--- config.mk ---
export PLATFORM = sky130hd
export DESIGN_NAME = xid_info_field_parser_top
export DESIGN_NICKNAME = d
export VERILOG_FILES = /design/src/design/xidp_pkg.sv /design/src/design/xidp_field_walker.sv /design/src/design/xidp_result_reg.sv /design/src/design/xid_info_field_parser_top.sv
export SDC_FILE = /design/constraint.sdc
export NUM_CORES = 1
export LEC_CHECK = 0
export BUFFER_PORTS_ARGS = -buffer_cell sky130_fd_sc_hd__buf_4
export CORE_MARGIN = 2
export CORE_UTILIZATION = 30
export DETAILED_ROUTE_END_ITERATION = 16
export PLACE_DENSITY = 0.55
export REMOVE_ABC_BUFFERS = 1
export SYNTH_ARGS = -nofsm -noshare
export SYNTH_HDL_FRONTEND = slang
export SYNTH_SLANG_ARGS = --single-unit
--- constraint.sdc ---
create_clock -name aclk -period 11.6 [get_ports aclk]
set_input_delay 2.32 -clock aclk [delete_from_list [all_inputs] [get_ports aclk]]
set_output_delay 2.32 -clock aclk [all_outputs]
set_load 0.01 [all_outputs]
--- src/design/xidp_pkg.sv ---
// Shared types, codes and protocol defaults for the XID information field parser.
package xidp_pkg;

    typedef logic [1:0] status_t;

    localparam status_t STATUS_OK         = 2'd0;
    localparam status_t STATUS_SHORT      = 2'd1;
    localparam status_t STATUS_BAD_FORMAT = 2'd2;

    localparam logic [7:0] FORMAT_ID = 8'h82;

    // Parameter identifiers inside a group.
    localparam logic [7:0] PI_CLASSES    = 8'd2;
    localparam logic [7:0] PI_HDLC_FUNCS = 8'd3;
    localparam logic [7:0] PI_IFIELD_RX  = 8'd6;
    localparam logic [7:0] PI_WINDOW_RX  = 8'd8;
    localparam logic [7:0] PI_T1         = 8'd9;
    localparam logic [7:0] PI_RETRIES    = 8'd10;
    localparam logic [7:0] PI_RESP_DELAY = 8'd11;

    localparam logic [12:0] DEF_INFO_LEN_MAX = 13'd256;
    localparam logic [7:0]  DEF_RX_WINDOW    = 8'd4;
    localparam logic [15:0] DEF_T1_MSEC      = 16'd10000;
    localparam logic [7:0]  DEF_RETRIES      = 8'd10;
    localparam logic [15:0] DEF_RESP_DELAY   = 16'd3000;

    typedef struct packed {
        logic [7:0] data_byte;
        logic       frame_last;
    } in_beat_t;

    typedef struct packed {
        logic        fdx_offered;
        logic        srej_ok;
        logic        rej_ok;
        logic        modulo128;
        logic [12:0] info_len_max;
        logic [7:0]  rx_window;
        logic [15:0] t1_msec;
        logic [7:0]  retries;
        logic [15:0] t2_msec;
    } params_t;

    typedef struct packed {
        status_t     status;
        logic        fdx_offered;
        logic        srej_ok;
        logic        rej_ok;
        logic        modulo128;
        logic [12:0] info_len_max;
        logic [7:0]  rx_window;
        logic [15:0] t1_msec;
        logic [7:0]  retries;
        logic [15:0] t2_msec;
    } out_beat_t;

    function automatic params_t default_params();
        params_t p;
        p.fdx_offered  = 1'b0;
        p.srej_ok      = 1'b0;
        p.rej_ok       = 1'b0;
        p.modulo128    = 1'b0;
        p.info_len_max = DEF_INFO_LEN_MAX;
        p.rx_window    = DEF_RX_WINDOW;
        p.t1_msec      = DEF_T1_MSEC;
        p.retries      = DEF_RETRIES;
        p.t2_msec      = DEF_RESP_DELAY;
        return p;
    endfunction

endpackage

--- src/design/xidp_field_walker.sv ---
// Byte-by-byte walker over the XID header and PI/PL/PV triples.
module xidp_field_walker (
    input  logic                aclk,
    input  logic                aresetn,
    input  logic                beat_fire,
    input  xidp_pkg::in_beat_t  beat,
    output xidp_pkg::out_beat_t result
);

    typedef enum logic [4:0] {
        PH_HEADER = 5'b00001,
        PH_PI     = 5'b00010,
        PH_PL     = 5'b00100,
        PH_VALUE  = 5'b01000,
        PH_DONE   = 5'b10000
    } phase_t;

    logic [15:0]       pos_reg,   pos_next;
    logic              fmt_reg,   fmt_next;
    logic [7:0]        glh_reg,   glh_next;
    logic [15:0]       gend_reg,  gend_next;
    phase_t            phase_reg, phase_next;
    logic [7:0]        id_reg,    id_next;
    logic [7:0]        len_reg,   len_next;
    logic [7:0]        seen_reg,  seen_next;
    logic [7:0]        b0_reg,    b0_next;
    logic [7:0]        b1_reg,    b1_next;
    xidp_pkg::params_t par_reg,   par_next;

    logic        apply_en;
    logic [16:0] pv_end;
    logic [7:0]  b;

    function automatic xidp_pkg::params_t apply_triple(
        input xidp_pkg::params_t p_in,
        input logic [7:0]        id,
        input logic [7:0]        pl,
        input logic [7:0]        v0,
        input logic [7:0]        v1
    );
        xidp_pkg::params_t p;
        logic [15:0]       word;
        p    = p_in;
        word = {v0, v1};
        case (id)
            xidp_pkg::PI_CLASSES: begin
                if (pl != 8'd0) p.fdx_offered = v0[1];
            end
            xidp_pkg::PI_HDLC_FUNCS: begin
                if (pl != 8'd0) begin
                    p.rej_ok  = v0[1];
                    p.srej_ok = v0[2];
                end
                if (pl >= 8'd2) p.modulo128 = v1[5];
            end
            xidp_pkg::PI_IFIELD_RX: begin
                if (pl == 8'd2) begin
                    p.info_len_max = (word == 16'd0) ? xidp_pkg::DEF_INFO_LEN_MAX
                                                     : word[15:3];
                end
            end
            xidp_pkg::PI_WINDOW_RX: begin
                if (pl == 8'd1) p.rx_window = v0;
            end
            xidp_pkg::PI_T1: begin
                if (pl == 8'd2) p.t1_msec = word;
            end
            xidp_pkg::PI_RETRIES: begin
                if (pl == 8'd1) p.retries = v0;
            end
            xidp_pkg::PI_RESP_DELAY: begin
                if (pl == 8'd2) p.t2_msec = word;
            end
            default: begin
            end
        endcase
        return p;
    endfunction

    assign b      = beat.data_byte;
    assign pv_end = {1'b0, pos_reg} + 17'd1 + {9'd0, b};

    always_comb begin
        fmt_next   = fmt_reg;
        glh_next   = glh_reg;
        gend_next  = gend_reg;
        phase_next = phase_reg;
        id_next    = id_reg;
        len_next   = len_reg;
        seen_next  = seen_reg;
        b0_next    = b0_reg;
        b1_next    = b1_reg;
        apply_en   = 1'b0;
        pos_next   = (pos_reg == 16'hFFFF) ? pos_reg : pos_reg + 16'd1;

        if (pos_reg == 16'd0) begin
            fmt_next = (b == xidp_pkg::FORMAT_ID);
        end else if (pos_reg == 16'd2) begin
            glh_next = b;
        end else if (pos_reg == 16'd3) begin
            gend_next  = 16'd4 + {glh_reg, b};
            phase_next = PH_PI;
        end else if (pos_reg >= 16'd4 && pos_reg < gend_reg && phase_reg != PH_DONE) begin
            case (phase_reg)
                PH_PI: begin
                    id_next    = b;
                    phase_next = PH_PL;
                end
                PH_PL: begin
                    len_next  = b;
                    seen_next = 8'd0;
                    b0_next   = 8'd0;
                    b1_next   = 8'd0;
                    if (pv_end > {1'b0, gend_reg}) begin
                        phase_next = PH_DONE;
                    end else if (b == 8'd0) begin
                        apply_en   = 1'b1;
                        phase_next = PH_PI;
                    end else begin
                        phase_next = PH_VALUE;
                    end
                end
                PH_VALUE: begin
                    if (seen_reg == 8'd0) b0_next = b;
                    else if (seen_reg == 8'd1) b1_next = b;
                    seen_next = seen_reg + 8'd1;
                    if (seen_next >= len_reg) begin
                        apply_en   = 1'b1;
                        phase_next = PH_PI;
                    end
                end
                default: begin
                end
            endcase
        end

        par_next = apply_en ? apply_triple(par_reg, id_reg, len_next, b0_next, b1_next)
                            : par_reg;
    end

    // Result for a last beat: parameters after this beat's update.
    always_comb begin
        xidp_pkg::params_t p;
        if (pos_reg < 16'd3) begin
            result.status = xidp_pkg::STATUS_SHORT;
        end else if (!fmt_next) begin
            result.status = xidp_pkg::STATUS_BAD_FORMAT;
        end else begin
            result.status = xidp_pkg::STATUS_OK;
        end
        p = (result.status == xidp_pkg::STATUS_OK) ? par_next : xidp_pkg::default_params();
        result.fdx_offered  = p.fdx_offered;
        result.srej_ok      = p.srej_ok;
        result.rej_ok       = p.rej_ok;
        result.modulo128    = p.modulo128;
        result.info_len_max = p.info_len_max;
        result.rx_window    = p.rx_window;
        result.t1_msec      = p.t1_msec;
        result.retries      = p.retries;
        result.t2_msec      = p.t2_msec;
    end

    always_ff @(posedge aclk) begin
        if (!aresetn || (beat_fire && beat.frame_last)) begin
            pos_reg   <= 16'd0;
            fmt_reg   <= 1'b0;
            glh_reg   <= 8'd0;
            gend_reg  <= 16'd0;
            phase_reg <= PH_HEADER;
            id_reg    <= 8'd0;
            len_reg   <= 8'd0;
            seen_reg  <= 8'd0;
            b0_reg    <= 8'd0;
            b1_reg    <= 8'd0;
            par_reg   <= xidp_pkg::default_params();
        end else if (beat_fire) begin
            pos_reg   <= pos_next;
            fmt_reg   <= fmt_next;
            glh_reg   <= glh_next;
            gend_reg  <= gend_next;
            phase_reg <= phase_next;
            id_reg    <= id_next;
            len_reg   <= len_next;
            seen_reg  <= seen_next;
            b0_reg    <= b0_next;
            b1_reg    <= b1_next;
            par_reg   <= par_next;
        end
    end

endmodule

--- src/design/xidp_result_reg.sv ---
// Output register holding one result beat until the receiver takes it.
module xidp_result_reg (
    input  logic                aclk,
    input  logic                aresetn,
    input  logic                load,
    input  xidp_pkg::out_beat_t load_beat,
    output logic                m_valid,
    input  logic                m_ready,
    output xidp_pkg::out_beat_t m_data
);

    logic                valid_reg, valid_next;
    xidp_pkg::out_beat_t data_reg;

    always_comb begin
        if (load) begin
            valid_next = 1'b1;
        end else if (m_ready) begin
            valid_next = 1'b0;
        end else begin
            valid_next = valid_reg;
        end
    end

    always_ff @(posedge aclk) begin
        if (!aresetn) begin
            valid_reg <= 1'b0;
        end else begin
            valid_reg <= valid_next;
        end
        if (load) begin
            data_reg <= load_beat;
        end
    end

    assign m_valid = valid_reg;
    assign m_data  = data_reg;

endmodule

--- src/design/xid_info_field_parser_top.sv ---
// Top level of the XID information field parser: input register, walker and result register.
// The block decodes the information field of an XID frame, one byte per input beat.
// The input channel (s_valid, s_ready, s_data) carries a data byte and a flag that
// marks the last byte of the field. Only the beat carrying that flag produces a
// result beat on the output channel (m_valid, m_ready, m_data): a status code and
// the peer's link parameters, which fall back to protocol defaults on an error.
// Each accepted beat is captured in an input register; from there the walker updates
// its header and triple state, and a last beat loads the result register, which
// drives m_valid. Throughput is one byte per cycle while no last byte waits in the
// input register for a pending result to be taken.
// The input register frees itself while a result still waits in the result
// register, so ordinary bytes keep flowing when the receiver stalls; only a second
// last byte waits in the input register until the pending result is taken.
// Synchronous active-low reset empties both registers and returns the walker to
// the start of a field with default parameters. After every result the walker
// also returns to that state, ready for the next field.
module xid_info_field_parser_top (
    input  logic                aclk,
    input  logic                aresetn,
    input  logic                s_valid,
    output logic                s_ready,
    input  xidp_pkg::in_beat_t  s_data,
    output logic                m_valid,
    input  logic                m_ready,
    output xidp_pkg::out_beat_t m_data
);

    logic                in_valid_reg, in_valid_next;
    xidp_pkg::in_beat_t  in_beat_reg;
    logic                advance;
    xidp_pkg::out_beat_t walk_result;

    // A held beat moves on unless it is a last byte facing a full result register.
    assign advance = in_valid_reg && (!in_beat_reg.frame_last || !m_valid || m_ready);
    assign s_ready = !in_valid_reg || advance;

    always_comb begin
        if (s_valid && s_ready) begin
            in_valid_next = 1'b1;
        end else if (advance) begin
            in_valid_next = 1'b0;
        end else begin
            in_valid_next = in_valid_reg;
        end
    end

    always_ff @(posedge aclk) begin
        if (!aresetn) begin
            in_valid_reg <= 1'b0;
        end else begin
            in_valid_reg <= in_valid_next;
        end
        if (s_valid && s_ready) begin
            in_beat_reg <= s_data;
        end
    end

    xidp_field_walker u_walker (
        .aclk      (aclk),
        .aresetn   (aresetn),
        .beat_fire (advance),
        .beat      (in_beat_reg),
        .result    (walk_result)
    );

    xidp_result_reg u_result (
        .aclk      (aclk),
        .aresetn   (aresetn),
        .load      (advance && in_beat_reg.frame_last),
        .load_beat (walk_result),
        .m_valid   (m_valid),
        .m_ready   (m_ready),
        .m_data    (m_data)
    );

endmodule
==> impl_metrics.csv <==
group,metric,value,unit
run_status,status,"completed",
synth,synth_top_area_share,0.2492,
global_route,antenna_found_initial,1,
worst_setup_path,worst_path_largest_cell_delay,630,ps
synth,yosysTopAreaCell,"dfxtp_1",
die,pin_count,82,
clocking,cts_tree,"yes",
route,drcViolationCount,0,
die,die_x,206.4,µm
global_route,grt_pass1_wl,53010,µm
clocking,cts_root_buffer,"clkbuf_16",
placed_design,port_buffers,81,
clocking,cts_resized,0,
worst_setup_path,critPathRequiredTime,11890,ps
power_and_ir_drop,cellLeakagePower,5.381,nW
die,die_area,42610,µm²
synth,synthArstFlopShare,0,
timing,fin_ws,5891,ps
power_and_ir_drop,power_density,127.8,nW/µm²
worst_hold_path,whs_path_depth,2,
timing,final.min_clock_period,5709,ps
die,rows,74,
worst_setup_path,worstPathArrival,6000,ps
timing,finalHoldViolations,0,
clocking,clkTransAtPathRegs,60,ps
clocking,postCtsHoldBufs,0,
timing,tns,0,ps
layout,instances_no_fill,1897,
power_and_ir_drop,p_comb_frac,0.050,
worst_setup_path,r2r_slack,5890,ps
synth,yosysUniqueCellTypes,80,
timing,worst_pin_slew,1295,ps
power_and_ir_drop,vdd_drop_max,0.1301,mV
synth,syn_area,12290,µm²
power_and_ir_drop,swShare,0.2320,
route,wl_per_cell,17.85,µm
synth,yosysMostFrequentCell,"dfxtp_1",
route,totalWireLength,33870,µm
layout,drive_gt1_frac,0.1349,
die,die_h,206.4,µm
route,top_layer_used,"met4",
worst_setup_path,worst_setup_path_start_kind,"flop",
timing,slew_violations,0,
route,vias,9795,
placed_design,placedCellCount,1846,
synth,synth_edf_count,76,
clocking,htree_levels,1,
worst_hold_path,hp-start,"u_walker.gend_reg[1]",
synth,synth_cells,1303,
route,avgViaCountPerCell,5.163,
global_route,grt_usage,0.1581,
worst_setup_path,reg2reg_from,"in_beat_reg[1]",
placed_design,post-place-ws,5895,ps
power_and_ir_drop,power_report.internal_total,1.402,mW
layout,largest_reg_flops,67,
worst_setup_path,cp_max_fo,23,
die,core_area,40650,µm²
worst_hold_path,hold-path-endpoint,"u_walker.gend_reg[1]",
route,met1_length,15860,µm
clocking,post_cts_buffers,0,
route,met3RoutedLength,1501,µm
worst_setup_path,worstPathBufferInverterCount,2,
worst_hold_path,hold_class,"reg -> reg",
route,wl_met2,15560,µm
route,ant_nets,0,
layout,fin_nets,1412,
worst_setup_path,rr_endpoint,"u_result.m_data[23]",
global_route,overflow,0,
clocking,clock_path_buffers,3,
worst_setup_path,crit_chain,"inv_1 -> ha_1 -> inv_1 -> fa_1 -> a211oi_1 -> o21bai_1 -> o41ai_2 -> nor2_1 -> xor2_1 -> ha_1 -> nand3_1 -> a21oi_1 -> a2111oi_0 -> and3_1 -> o221a_2 -> o2111ai_2 -> mux2i_1",
placed_design,place_congestion,0.8625,
timing,rsz0062_at_grt,"false",
worst_setup_path,critPathCaptureType,"flop",
die,start_util,0.3024,
timing,setup_violations,0,
power_and_ir_drop,seq_power_share,0.466,
power_and_ir_drop,clkPwrFrac,0.484,
worst_setup_path,crit_slowest_cell,"o41ai_2",
global_route,grt_max_degree,72,
synth,synth_warnings,0,
synth,synth-seq-cells,229,
timing,relSlewSlack,0.1293,
job,timing.max_cap.violations,0,
timing,fin_crit_sh,0.4921,
worst_setup_path,crit_type,"reg -> reg",
layout,syn_to_final_growth,16.14,%
synth,ys_top_cells_by_area,"dfxtp_1 25%, edfxtp_1 19%, mux2i_1 10%",
route,drt_iter0_drc,521,
route,firstDrtPassIters,5,
synth,postSynthAreaPerCell,9.433,µm²
worst_setup_path,critPathTopFamily,"compound AO/OA/AOI/OAI gates",
synth,synth_ff_type,"dfxtp_1",
timing,fmax,175.2,MHz
timing,fin_skew,20.99,ps
placed_design,place_hpwl,22530,µm
clocking,cts_buffers,27,
synth,synthTopCellsByCount,"153 x dfxtp_1, 132 x nor2_1, 126 x mux2i_1, 118 x nand2_1, 79 x o21ai_0",
clocking,worstSkewPairLatency,570,ps
clocking,clock_sinks,229,
worst_setup_path,ff2ff_path_depth,17,
power_and_ir_drop,p_sw,0.4235,mW
global_route,grt_pass1_vias,9370,
synth,synth_seq_area_share,0.4349,
[logic make-up after synthesis]
kind of cell,share of synthesized area
simple gates,0.1848
compound gates,0.1451
fa+ha+maj,0.05761
mux,0.1044
flops,0.4349
xor+xnor,0.02993
buf+inv,0.04336
[metrics by stage]
stage	power (mW)	area (µm²)	hold slack (ps)	util
after floorplan	0.9183	11910	431.3	-
after detailed placement	0.9601	13350	446.7	0.3283
after CTS	1.850	14270	454.3	0.3512
after global routing	1.889	14270	468.8	0.3512
after global placement	0.9588	13350	443.6	0.3283
final	1.825	14280	454.8	0.3512
[final cells by class]
type                            count  area [µm²]
Fill cell                        4128       26370
Multi-Input combinational cell    948        6460
Sequential cell                   229        5345
Clock buffer                       35       757.0
Timing Repair Buffer               96       720.7
Tap cell                          532       665.6
Clock inverter                     15       171.4
Inverter                           41       153.9
Antenna cell                        1       2.502
[cells in the final DEF, fill, tap and decap left out, types with 4 or more instances in the layout]
cell / instances
nor3_1: 57
inv_1: 40
xor2_1: 19
a31oi_1: 4
xnor2_1: 23
clkinv_2: 7
clkbuf_16: 28
ha_1: 55
a211oi_1: 16
or4_1: 7
nand2_1: 117
nor4_1: 14
and2_1: 4
and3_1: 38
a21oi_1: 70
a21boi_1: 6
nor2_1: 132
buf_4: 96
dfxtp_1: 153
or3_1: 9
nand3_1: 29
o211ai_1: 17
o2111ai_1: 12
nand4_1: 13
o21a_1: 4
mux2i_1: 126
nand2b_1: 4
clkbuf_1: 4
nor2b_1: 6
edfxtp_1: 76
o21ai_0: 77
a21boi_0: 13
[worst reg2reg max path: stages (launching register included)]
cell	delay (ps)
edfxtp_1	520
inv_1	120
ha_1	190
inv_1	60
fa_1	420
a211oi_1	250
o21bai_1	140
o41ai_2	630
nor2_1	130
xor2_1	170
ha_1	290
nand3_1	130
a21oi_1	60
a2111oi_0	580
and3_1	300
o221a_2	620
o2111ai_2	580
mux2i_1	250
[power groups by stage]
stage          clock (mW)  combinational [mW]  sequential, mW
5_1_grt             0.936               0.102           0.852
4_1_cts             0.907              0.0924           0.850
3_5_place_dp            0              0.0922           0.868
2_1_floorplan           0              0.0504           0.868
6_report            0.883              0.0918           0.850
3_3_place_gp            0              0.0915           0.867
[worst max path at each step]
| stage | from | endpoint | slack (ps) | depth (start not counted) |
|---|---|---|---|---|
| 6_report | in_beat_reg[1] | u_result.m_data[23] | 5890 | 17 |
| 5_1_grt | in_beat_reg[1] | u_result.m_data[19] | 5380 | 17 |
| 4_1_cts | in_beat_reg[1] | u_result.m_data[23] | 5890 | 17 |
| 3_5_place_dp | in_beat_reg[1] | u_result.m_data[23] | 5890 | 17 |
| 3_3_place_gp | in_beat_reg[1] | u_result.m_data[22] | 5950 | 17 |
| 2_1_floorplan | m_ready | u_walker.par_reg[56] | 4940 | 6 |
[metal layers]
metal  up-vias  global-route usage
met2       258              0.2543
met1      4665              0.2174
met4         0             0.04694
met3        52             0.02523
met5         -                   0
li1       4820                   -
Power figures use the tool's default switching activity.
